`src/d2vh_pkg.sv`:
```
// Shared constants for the dual two-dimensional variable-edge histogram.
`default_nettype none

package d2vh_pkg;

    // Default geometry and counter width.
    localparam int DEF_Q2_BIN_COUNT = 8;
    localparam int DEF_X_BIN_COUNT  = 8;
    localparam int DEF_COUNT_BITS   = 32;

    // Width of every Q16.16 value and bin edge.
    localparam int VALUE_W = 32;

    // Request kinds carried on tuser.
    localparam int MODE_W = 2;
    localparam logic [MODE_W-1:0] MODE_EVENT   = 2'd0;
    localparam logic [MODE_W-1:0] MODE_Q2_EDGE = 2'd1;
    localparam logic [MODE_W-1:0] MODE_X_EDGE  = 2'd2;
    localparam logic [MODE_W-1:0] MODE_READ    = 2'd3;

    // Counter selection in read requests.
    localparam int SEL_W = 2;

    // Input tdata layout, lowest bit first.
    localparam int OFF_RECO_Q2     = 0;
    localparam int OFF_RECO_X      = 32;
    localparam int OFF_TRUE_Q2     = 64;
    localparam int OFF_TRUE_X      = 96;
    localparam int OFF_SPIN        = 128;
    localparam int OFF_EDGE_INDEX  = 129;
    localparam int EDGE_INDEX_W    = 4;
    localparam int OFF_EDGE_VALUE  = 133;
    localparam int OFF_READ_SELECT = 165;
    localparam int OFF_READ_Q2_BIN = 167;
    localparam int OFF_READ_X_BIN  = 170;
    localparam int READ_BIN_W      = 3;
    localparam int S_TDATA_W       = 176;

    // Output tdata layout, lowest bit first.
    localparam int OUT_IDX_W      = 3;
    localparam int EVENT_BITS_W   = 14;
    localparam int READ_COUNT_W   = 32;
    localparam int M_TDATA_W      = 48;
    localparam int OFF_RECO_HIT   = 0;
    localparam int OFF_TRUE_HIT   = 7;

endpackage

`default_nettype wire

```
`src/d2vh_bin_find.sv`:
```
// Parallel edge comparators that find the lowest bin holding a value.
`default_nettype none

module d2vh_bin_find #(
    parameter int N  = d2vh_pkg::DEF_Q2_BIN_COUNT,
    parameter int IW = (N > 1) ? $clog2(N) : 1
) (
    input  logic [N:0][d2vh_pkg::VALUE_W-1:0] i_edges,
    input  logic [d2vh_pkg::VALUE_W-1:0]      i_value,
    output logic                              o_hit,
    output logic [IW-1:0]                     o_index
);
    import d2vh_pkg::*;

    logic [N-1:0] w_match;

    always_comb begin
        for (int i = 0; i < N; i++) begin
            w_match[i] = (i_value >= i_edges[i]) && (i_value < i_edges[i + 1]);
        end
    end

    // Scan from the top down so that the lowest matching bin wins.
    always_comb begin
        o_hit   = 1'b0;
        o_index = '0;
        for (int i = N - 1; i >= 0; i--) begin
            if (w_match[i]) begin
                o_hit   = 1'b1;
                o_index = IW'(i);
            end
        end
    end

endmodule

`default_nettype wire

```
`config.mk`:
```
export PLATFORM = sky130hd
export DESIGN_NAME = d2vh_bin_find
export DESIGN_NICKNAME = d
export VERILOG_FILES = /design/src/d2vh_pkg.sv /design/src/d2vh_bin_find.sv
export SDC_FILE = /design/constraint.sdc
export NUM_CORES = 1
export LEC_CHECK = 0
export BUFFER_PORTS_ARGS = -buffer_cell sky130_fd_sc_hd__buf_2
export CAP_MARGIN = 20
export CORE_AREA = 2 2 127 129
export DETAILED_ROUTE_END_ITERATION = 7
export DIE_AREA = 0 0 129 131
export GPL_ROUTABILITY_DRIVEN = 0
export PLACE_DENSITY = 0.91
export SYNTH_ARGS = -nofsm -noshare
export SYNTH_HDL_FRONTEND = slang
export SYNTH_SLANG_ARGS = --single-unit
```
`constraint.sdc`:
```
create_clock -name vclk -period 5.35
set_input_delay 1.3375 -clock vclk [all_inputs]
set_output_delay 1.3375 -clock vclk [all_outputs]
set_load 0.1 [all_outputs]
```
==> flow_metrics.env <==
export IMPL_grt_first_pass_wirelength_um=40600
export IMPL_groute_usage_overall_pct=30.4
export IMPL_nFillCells=1361
export IMPL_crit_chain="clkbuf_4 -> ha_1 -> a211oi_2 -> o21ai_0 -> a21oi_1 -> o22ai_1 -> a21oi_4 -> o21a_2 -> and2b_1 -> or3_1 -> a21oi_2 -> buf_12"
export IMPL_cp_end_kind="output pin"
export IMPL_yosys_area_top_type_share_pct=48.7
export IMPL_synth_area_leader_cell="ha_1"
export IMPL_worstPathArrival_ns=3.99
export IMPL_dieHeight_um=131
export IMPL_io_pins=324
export IMPL_finalHoldViolCount=0
export IMPL_io_buffers=324
export IMPL_overflow=0
export IMPL_fin_cells=1613
export IMPL_final_antenna_net_count=0
export IMPL_fin_crit_sh_pct=99.7
export IMPL_yosysSeqAreaShare_pct=0
export IMPL_path_buf_inv=2
export IMPL_ys_top_cells_by_count="inv_1 (296), ha_1 (287), a21oi_1 (103)"
export IMPL_yosysMostFrequentCell="inv_1"
export IMPL_drive_above_1_share_pct=26.9
export IMPL_vias_per_cell=5.43
export IMPL_hold_buffers=0
export IMPL_p_leak_nw=6.13
export IMPL_crit_required_ns=4.01
export IMPL_min_path_type="in2out"
export IMPL_drc_errors=0
export IMPL_start_util_pct=47.3
export IMPL_place_hpwl_um=24300
export IMPL_start_kind="input pin"
export IMPL_critPathKind="in2out"
export IMPL_synth_area_sq_um=7380
export IMPL_maxSlewHeadroom_pct=63.4
export IMPL_first_iter_violations=372
export IMPL_vias=8755
export IMPL_grt_pass1_vias=8676
export IMPL_clockBufferCount=0
export IMPL_drt_pre_antenna_iters=5
export IMPL_rows=46
export IMPL_die_w_um=129
export IMPL_place_inst=1608
export IMPL_seq_cells=0
export IMPL_max_freq_mhz=188
export IMPL_ys_top_cells_by_area="ha_1 (49%), inv_1 (15%), a21oi_1 (7.0%)"
export IMPL_core_sq_um=15600
export IMPL_wirelength_um=27400
export IMPL_grt_max_degree=10
export IMPL_antenna_found_initial=1
export IMPL_synth_area_per_cell_sq_um=7.01
export IMPL_drv_cap=0
export IMPL_post_drt_wl_per_cell_um=17.0
export IMPL_area_growth_pct=30.1
export IMPL_p_total_mw=0.832
export IMPL_fin_ws_ns=0.0182
export IMPL_syn_num_nets=1659
export IMPL_place_ws_ns=-0.0737
export IMPL_dieArea_sq_um=16900
export IMPL_max_stage_delay_ns=0.34
export IMPL_whs_ns=3.47
export IMPL_setup_viol=0
export IMPL_yosysUniqueCellTypes=52
export IMPL_synth_cells=1052
export IMPL_nets=2005
export IMPL_rsz0062_at_grt="yes"
export IMPL_run_status="completed"
export IMPL_worst_slew_pin_transition_ns=0.544
export IMPL_synth_warnings=0
export IMPL_slew_viol_final=0
export IMPL_seqCellArea_sq_um=0
export IMPL_power_density_nw_per_um2=86.6
export IMPL_slowest_stage="ha_1"
export IMPL_crit_family="compound AO/OA/AOI/OAI gates"
export IMPL_cp_max_fo=9
export IMPL_ir_drop_uv=48.6
export IMPL_period_needed_ns=5.33
## repair_timing
item,in CTS,in global routing
buffers inserted,0,4
gates resized for setup,4,14
cloned,0,0
pin swaps,0,4
setup endpoints to repair,3,4
## routing by layer
metal	part of all wire [%]	track usage (%)
met2	50	58.8
met1	39	33.9
met4	4.4	14.2
met5	0	0
met3	6.2	1.95
## power breakdown
group / leakage, nW / internal [mW] / switching (mW)
Clock: 0.00000634 / 0.0000000250 / 0
Combinational: 6.13 / 0.360 / 0.471
Sequential: 0 / 0 / 0
## path summary, 6_finish.rpt
| check | to | cells after the start | from | slack [ns] |
|---|---|---|---|---|
| setup / recovery | o_index[0] | 12 | i_value[21] | 0.02 |
| hold / removal | o_index[0] | 8 | i_edges[31] | 3.47 |
## layout by cell type (no fill, tap or decap), types with 3 or more instances in the layout
master     count
buf_2        317
inv_1        295
ha_1         286
a21oi_1      102
nand2_1       58
nand4_1       47
nor2_1        42
o21ai_0       40
a21o_1        31
buf_4         19
nand3_1       16
nor3_1        14
o21ai_1       13
a211oi_1      12
nor2b_1        9
o21a_1         6
o211ai_1       5
nor4_1         5
buf_12         5
nand2b_1       4
o31ai_1        4
o2111ai_1      4
o31ai_2        3
a211oi_2       3
a41oi_2        3
clkbuf_4       3
## area by class of cell
cell class	instances	area, sq um	area share, %
timing repair buffer	344	1850	19.3
multi-input combinational	756	6360	66.3
tap	216	270	2.81
antenna	1	2.50	0.0261
inverter	296	1110	11.6
## metrics by stage
step | util [%] | setup TNS [ns] | cell area, sq um
2_1_floorplan | - | 0 | 7390
3_3_place_gp | 60.6 | -0.0313 | 9460
3_5_place_dp | 60.6 | -0.123 | 9460
4_1_cts | 60.8 | 0 | 9480
5_1_grt | 61.6 | -0.0758 | 9600
6_report | 61.6 | 0 | 9600
## cells by family after synthesis
kind of cell | count (synthesis) | synth area share (%)
compound gates | 252 | 21.2
fa+ha+maj | 287 | 48.7
simple gates | 217 | 15.1
buf+inv | 296 | 15.1
Power figures use the tool's default switching activity.
