**src/d2vh_pkg.sv**
```systemverilog
// Shared constants for the dual two-dimensional variable-edge histogram.
`default_nettype none

package d2vh_pkg;

    // Default geometry and counter width.
    localparam int DEF_Q2_BIN_COUNT = 8;
    localparam int DEF_X_BIN_COUNT  = 8;
    localparam int DEF_COUNT_BITS   = 32;

    // Width of every Q16.16 value and bin edge.
    localparam int VALUE_W = 32;

    // Request kinds carried on tuser.
    localparam int MODE_W = 2;
    localparam logic [MODE_W-1:0] MODE_EVENT   = 2'd0;
    localparam logic [MODE_W-1:0] MODE_Q2_EDGE = 2'd1;
    localparam logic [MODE_W-1:0] MODE_X_EDGE  = 2'd2;
    localparam logic [MODE_W-1:0] MODE_READ    = 2'd3;

    // Counter selection in read requests.
    localparam int SEL_W = 2;

    // Input tdata layout, lowest bit first.
    localparam int OFF_RECO_Q2     = 0;
    localparam int OFF_RECO_X      = 32;
    localparam int OFF_TRUE_Q2     = 64;
    localparam int OFF_TRUE_X      = 96;
    localparam int OFF_SPIN        = 128;
    localparam int OFF_EDGE_INDEX  = 129;
    localparam int EDGE_INDEX_W    = 4;
    localparam int OFF_EDGE_VALUE  = 133;
    localparam int OFF_READ_SELECT = 165;
    localparam int OFF_READ_Q2_BIN = 167;
    localparam int OFF_READ_X_BIN  = 170;
    localparam int READ_BIN_W      = 3;
    localparam int S_TDATA_W       = 176;

    // Output tdata layout, lowest bit first.
    localparam int OUT_IDX_W      = 3;
    localparam int EVENT_BITS_W   = 14;
    localparam int READ_COUNT_W   = 32;
    localparam int M_TDATA_W      = 48;
    localparam int OFF_RECO_HIT   = 0;
    localparam int OFF_TRUE_HIT   = 7;

endpackage

`default_nettype wire

```
**src/d2vh_count_mem.sv**
```systemverilog
// Counter memory with one write port and one registered read port.
`default_nettype none

module d2vh_count_mem #(
    parameter int DEPTH = 128,
    parameter int WIDTH = d2vh_pkg::DEF_COUNT_BITS,
    parameter int AW    = $clog2(DEPTH)
) (
    input  logic             i_clk,
    input  logic             i_we,
    input  logic [AW-1:0]    i_waddr,
    input  logic [WIDTH-1:0] i_wdata,
    input  logic             i_re,
    input  logic [AW-1:0]    i_raddr,
    output logic [WIDTH-1:0] o_rdata
);
    import d2vh_pkg::*;

    logic [WIDTH-1:0] r_mem [DEPTH];
    logic [WIDTH-1:0] r_rdata;

    always_ff @(posedge i_clk) begin
        if (i_we) begin
            r_mem[i_waddr] <= i_wdata;
        end
    end

    // Read-before-write: a read of the entry being written returns the old value.
    always_ff @(posedge i_clk) begin
        if (i_re) begin
            r_rdata <= r_mem[i_raddr];
        end
    end

    assign o_rdata = r_rdata;

endmodule

`default_nettype wire

```
**config.mk**
```make
export PLATFORM = sky130hd
export DESIGN_NAME = d2vh_count_mem
export DESIGN_NICKNAME = d
export VERILOG_FILES = /design/src/d2vh_pkg.sv /design/src/d2vh_count_mem.sv
export SDC_FILE = /design/constraint.sdc
export NUM_CORES = 2
export LEC_CHECK = 0
export BUFFER_PORTS_ARGS = -buffer_cell sky130_fd_sc_hd__buf_2
export CORE_MARGIN = 4
export CORE_UTILIZATION = 35
export CTS_CLUSTER_DIAMETER = 50
export DETAILED_ROUTE_END_ITERATION = 10
export GPL_TIMING_DRIVEN = 0
export PLACE_DENSITY = 0.55
export SETUP_SLACK_MARGIN = 0.1
export SLEW_MARGIN = 5
export SYNTH_ARGS = -nofsm -noshare
export SYNTH_HDL_FRONTEND = slang
export SYNTH_SLANG_ARGS = --single-unit
```
**constraint.sdc**
```tcl
create_clock -name i_clk -period 5.1 [get_ports i_clk]
set_clock_uncertainty 0.1 [all_clocks]
set_input_delay 1.53 -clock i_clk [delete_from_list [all_inputs] [get_ports i_clk]]
set_output_delay 1.53 -clock i_clk [all_outputs]
set_load 0.1 [all_outputs]
```
==> metrics.md <==
| Metric | Value |
|---|---|
| Worst-path clk slew | `roughly 60 ps` |
| Final-report hold violation count | `0` |
| Layout cells sized above 1 | `a little over a third` |
| Post-Syn Instances | `approximately 6000` |
| Vias per inst | `5.384` |
| Synth Area per Inst | `approximately 26 sq um` |
| Setup Slack @ Placement | `-1336 ps` |
| Hold Crit Endpoint | `r_mem[65][19]` |
| Metal-1 WL | `162800 um` |
| Total GRT Usage | `a little under a fifth` |
| Area of the multi-input gates | `between 0.03 and 0.04 sq mm` |
| Rel. slew slack | `4.247%` |
| Final Non-Filler Cells | `between 10000 and 15000` |
| Register area | `between 0.1 and 0.15 sq mm` |
| RSZ-0062 raised after global routing | `yes` |
| Initial DRC count | `about 9400` |
| Worst Hold Class | `primary input to flip-flop` |
| Status | `completed` |
| Worst Path Max Fanout | `12` |
| DP Wirelength | `about 300000 um` |
| Metal3 WL | `roughly 36000 um` |
| Port bufs | `between 60 and 70` |
| Worst endpoint required time | `around 5700 ps` |
| Num ports | `just over 80` |
| Clk sink count | `about 4100` |
| Worst slew pin tran | `approximately 1400 ps` |
| Synth top area share | `79.16%` |
| FMAX | `just under 0.2 GHz` |
| Fin nets | `6745` |
| Sequential cell area fraction in the yosys report | `79.16%` |
| Largest cells by area after synthesis | `edfxtp_1, mux4_2, clkbuf_1` |
| #FFs+latches synth | `approximately 4100` |
| GPL Wtd Cong | `approximately 0.84` |
| Dominant cell type by area after synthesis | `edfxtp_1` |
| CTS tree | `built` |
| Startpoint Class | `primary input` |
| Max Slew Vio Count | `0` |
| Reg-to-reg slack, setup | `approximately 2000 ps` |
| Yosys cell types | `16` |
| Worst setup EP type | `flip-flop` |
| Largest net degree at the start of global routing | `97` |
| Reg2reg start | `r_mem[87][12]` |
| DRC Markers | `0` |
| Grt ovf | `0` |
| Mapped Nets | `roughly 6000` |
| Worst-Skew Late Latency | `just under 1000 ps` |
| Setup violations, final | `0` |
| Inst Count DP | `about 12000` |
| First-pass GRT wire length | `between 500000 and 600000 um` |
| Max cap viols | `0` |
| Hold_buf cts | `0` |
| Max VDD drop | `313.9 uV` |
| Core ar. | `~0.45 sq mm` |
| Pleak | `about 56 nW` |
| Htree depth | `5` |
| Worst Setup Path Type | `primary input to flip-flop` |
| Post-synthesis cell area | `0.1566 sq mm` |
| Area delta synth->final | `17.53%` |
| Met2 wire len | `approximately 210000 um` |
| Period utilization | `99.75%` |
| CTS Buffer Depth | `4` |
| Vias | `between 70000 and 80000` |
| R2r worst-path depth | `4` |
| Horiz. Die Dim | `approximately 680 um` |
| Root Driver | `clkbuf_16` |
| Final min period | `about 5100 ps` |
| Inserted Clock Buffers | `~430` |
| Die area | `around 0.46 sq mm` |
| Routed len/inst | `32.16 um` |
| Pre-antenna DRT Iters | `5` |
| Filler cells | `between 30000 and 40000` |
| Number of global-route vias before repair | `71570` |
| Worst hold start | `i_wdata[19]` |
| Drt total wl | `~420000 um` |
| Postcts setup bufs | `0` |
| Yosys warnings | `0` |
| Die span in y | `slightly below 700 um` |
| Antenna violations before repair | `82` |
| Initial Util | `between 30% and 40%` |
| Power Density | `394.6 mW/mm^2` |
| Site Rows | `between 200 and 250` |
| Final ANT Viol Nets | `0` |
| CTS resizes | `13` |
| Worst Setup Slack, final | `about 13 ps` |
| Top layer in use | `met5` |
| Worst Path Arrival | `5660 ps` |
| R2r endpoint | `o_rdata[12]` |
| Hold path cells | `1` |
| Hold WS | `905.8 ps` |
[flip-flops by register name, indices dropped and copies added, names as in the netlist]
name     count
r_mem     4096
o_rdata     32
[cells by family after synthesis]
logic type / Yosys count / share of synthesized area, %
flip-flops: 4128 / 79.16
multiplexers: 1376 / 19.56
buffers and inverters: 316 / 0.8373
AND/OR/NAND/NOR: 170 / 0.4450
[cell usage after synthesis]
cell type,count
edfxtp_1,4128
nand2_1,14
clkbuf_1,182
buf_6,2
mux4_2,1344
nor2_1,122
nor2b_1,7
buf_1,50
or3_1,1
mux2_2,32
buf_4,3
nand4_1,3
buf_2,79
nand3_1,12
nor3_1,9
nand2b_1,2
[area by class of cell]
| type | instances | share of cell area, % |
|---|---|---|
| diodes | 130 | 0.1768 |
| repair buffers | 276 | 2.594 |
| well taps | 5928 | 4.030 |
| plain buffers | 316 | 0.7560 |
| clock inverters | 270 | 1.437 |
| flip-flops and latches | 4128 | 67.35 |
| clock buffers | 514 | 6.122 |
| multi-input cells | 1546 | 17.53 |
[power by group]
part,switching (mW),internal [mW],leakage [nW],total (mW)
clock,13.1,17.9,6.74,30.9
sequential,0.0353,37.5,37.1,37.5
combinational,2.71,1.44,11.8,4.15
total,15.8,56.8,55.7,72.6
[how the worst max path moves through the flow]
stage	startpoint	to	slack, ps	depth (start not counted)
after floorplan	i_we	r_mem[98][0]	230	3
after global placement	i_waddr[4]	r_mem[82][10]	-3660	4
after detailed placement	i_raddr[2]	o_rdata[12]	-1340	9
after CTS	i_raddr[2]	o_rdata[12]	120	9
after global routing	i_raddr[0]	o_rdata[9]	40	7
final	i_raddr[2]	o_rdata[11]	10	8
[metrics by stage]
stage	cell area, sq um	util, %	total power [mW]	setup TNS, ps
global route	184000	41.31	74.80	0
CTS	183700	41.25	73.19	0
global placement	164400	36.90	42.25	-6688660
floorplan	156600	-	40.29	0
finish	184000	41.32	72.62	0
detailed placement	169800	38.11	42.43	-38370
[per-layer routing]
metal / vias up / track usage (%)
met5: - / 0
met4: 12 / 5.921
met3: 543 / 4.240
met2: 2966 / 29.82
met1: 38980 / 23.76
li1: 28070 / -
[worst max-delay path, cell delays in order]
cell	delay, ps
clkbuf_1	260
buf_4	360
clkbuf_2	690
clkbuf_1	570
mux4_2	420
mux4_2	560
mux4_2	790
mux2_2	410
[layout by cell type (no fill, tap or decap), types with 31 or more instances in the layout]
cell type,netlist,final
edfxtp_1,4128,4128
mux4_2,1344,1344
clkbuf_16,0,439
clkbuf_1,182,228
diode_2,0,130
buf_2,79,121
nor2_4,0,119
buf_12,0,92
clkinv_1,0,88
buf_16,0,78
clkinv_2,0,68
buf_4,3,52
bufinv_16,0,41
buf_1,50,37
mux2_2,32,32
clkbuf_2,0,31
Note: power is estimated with default switching activity, not from simulation.
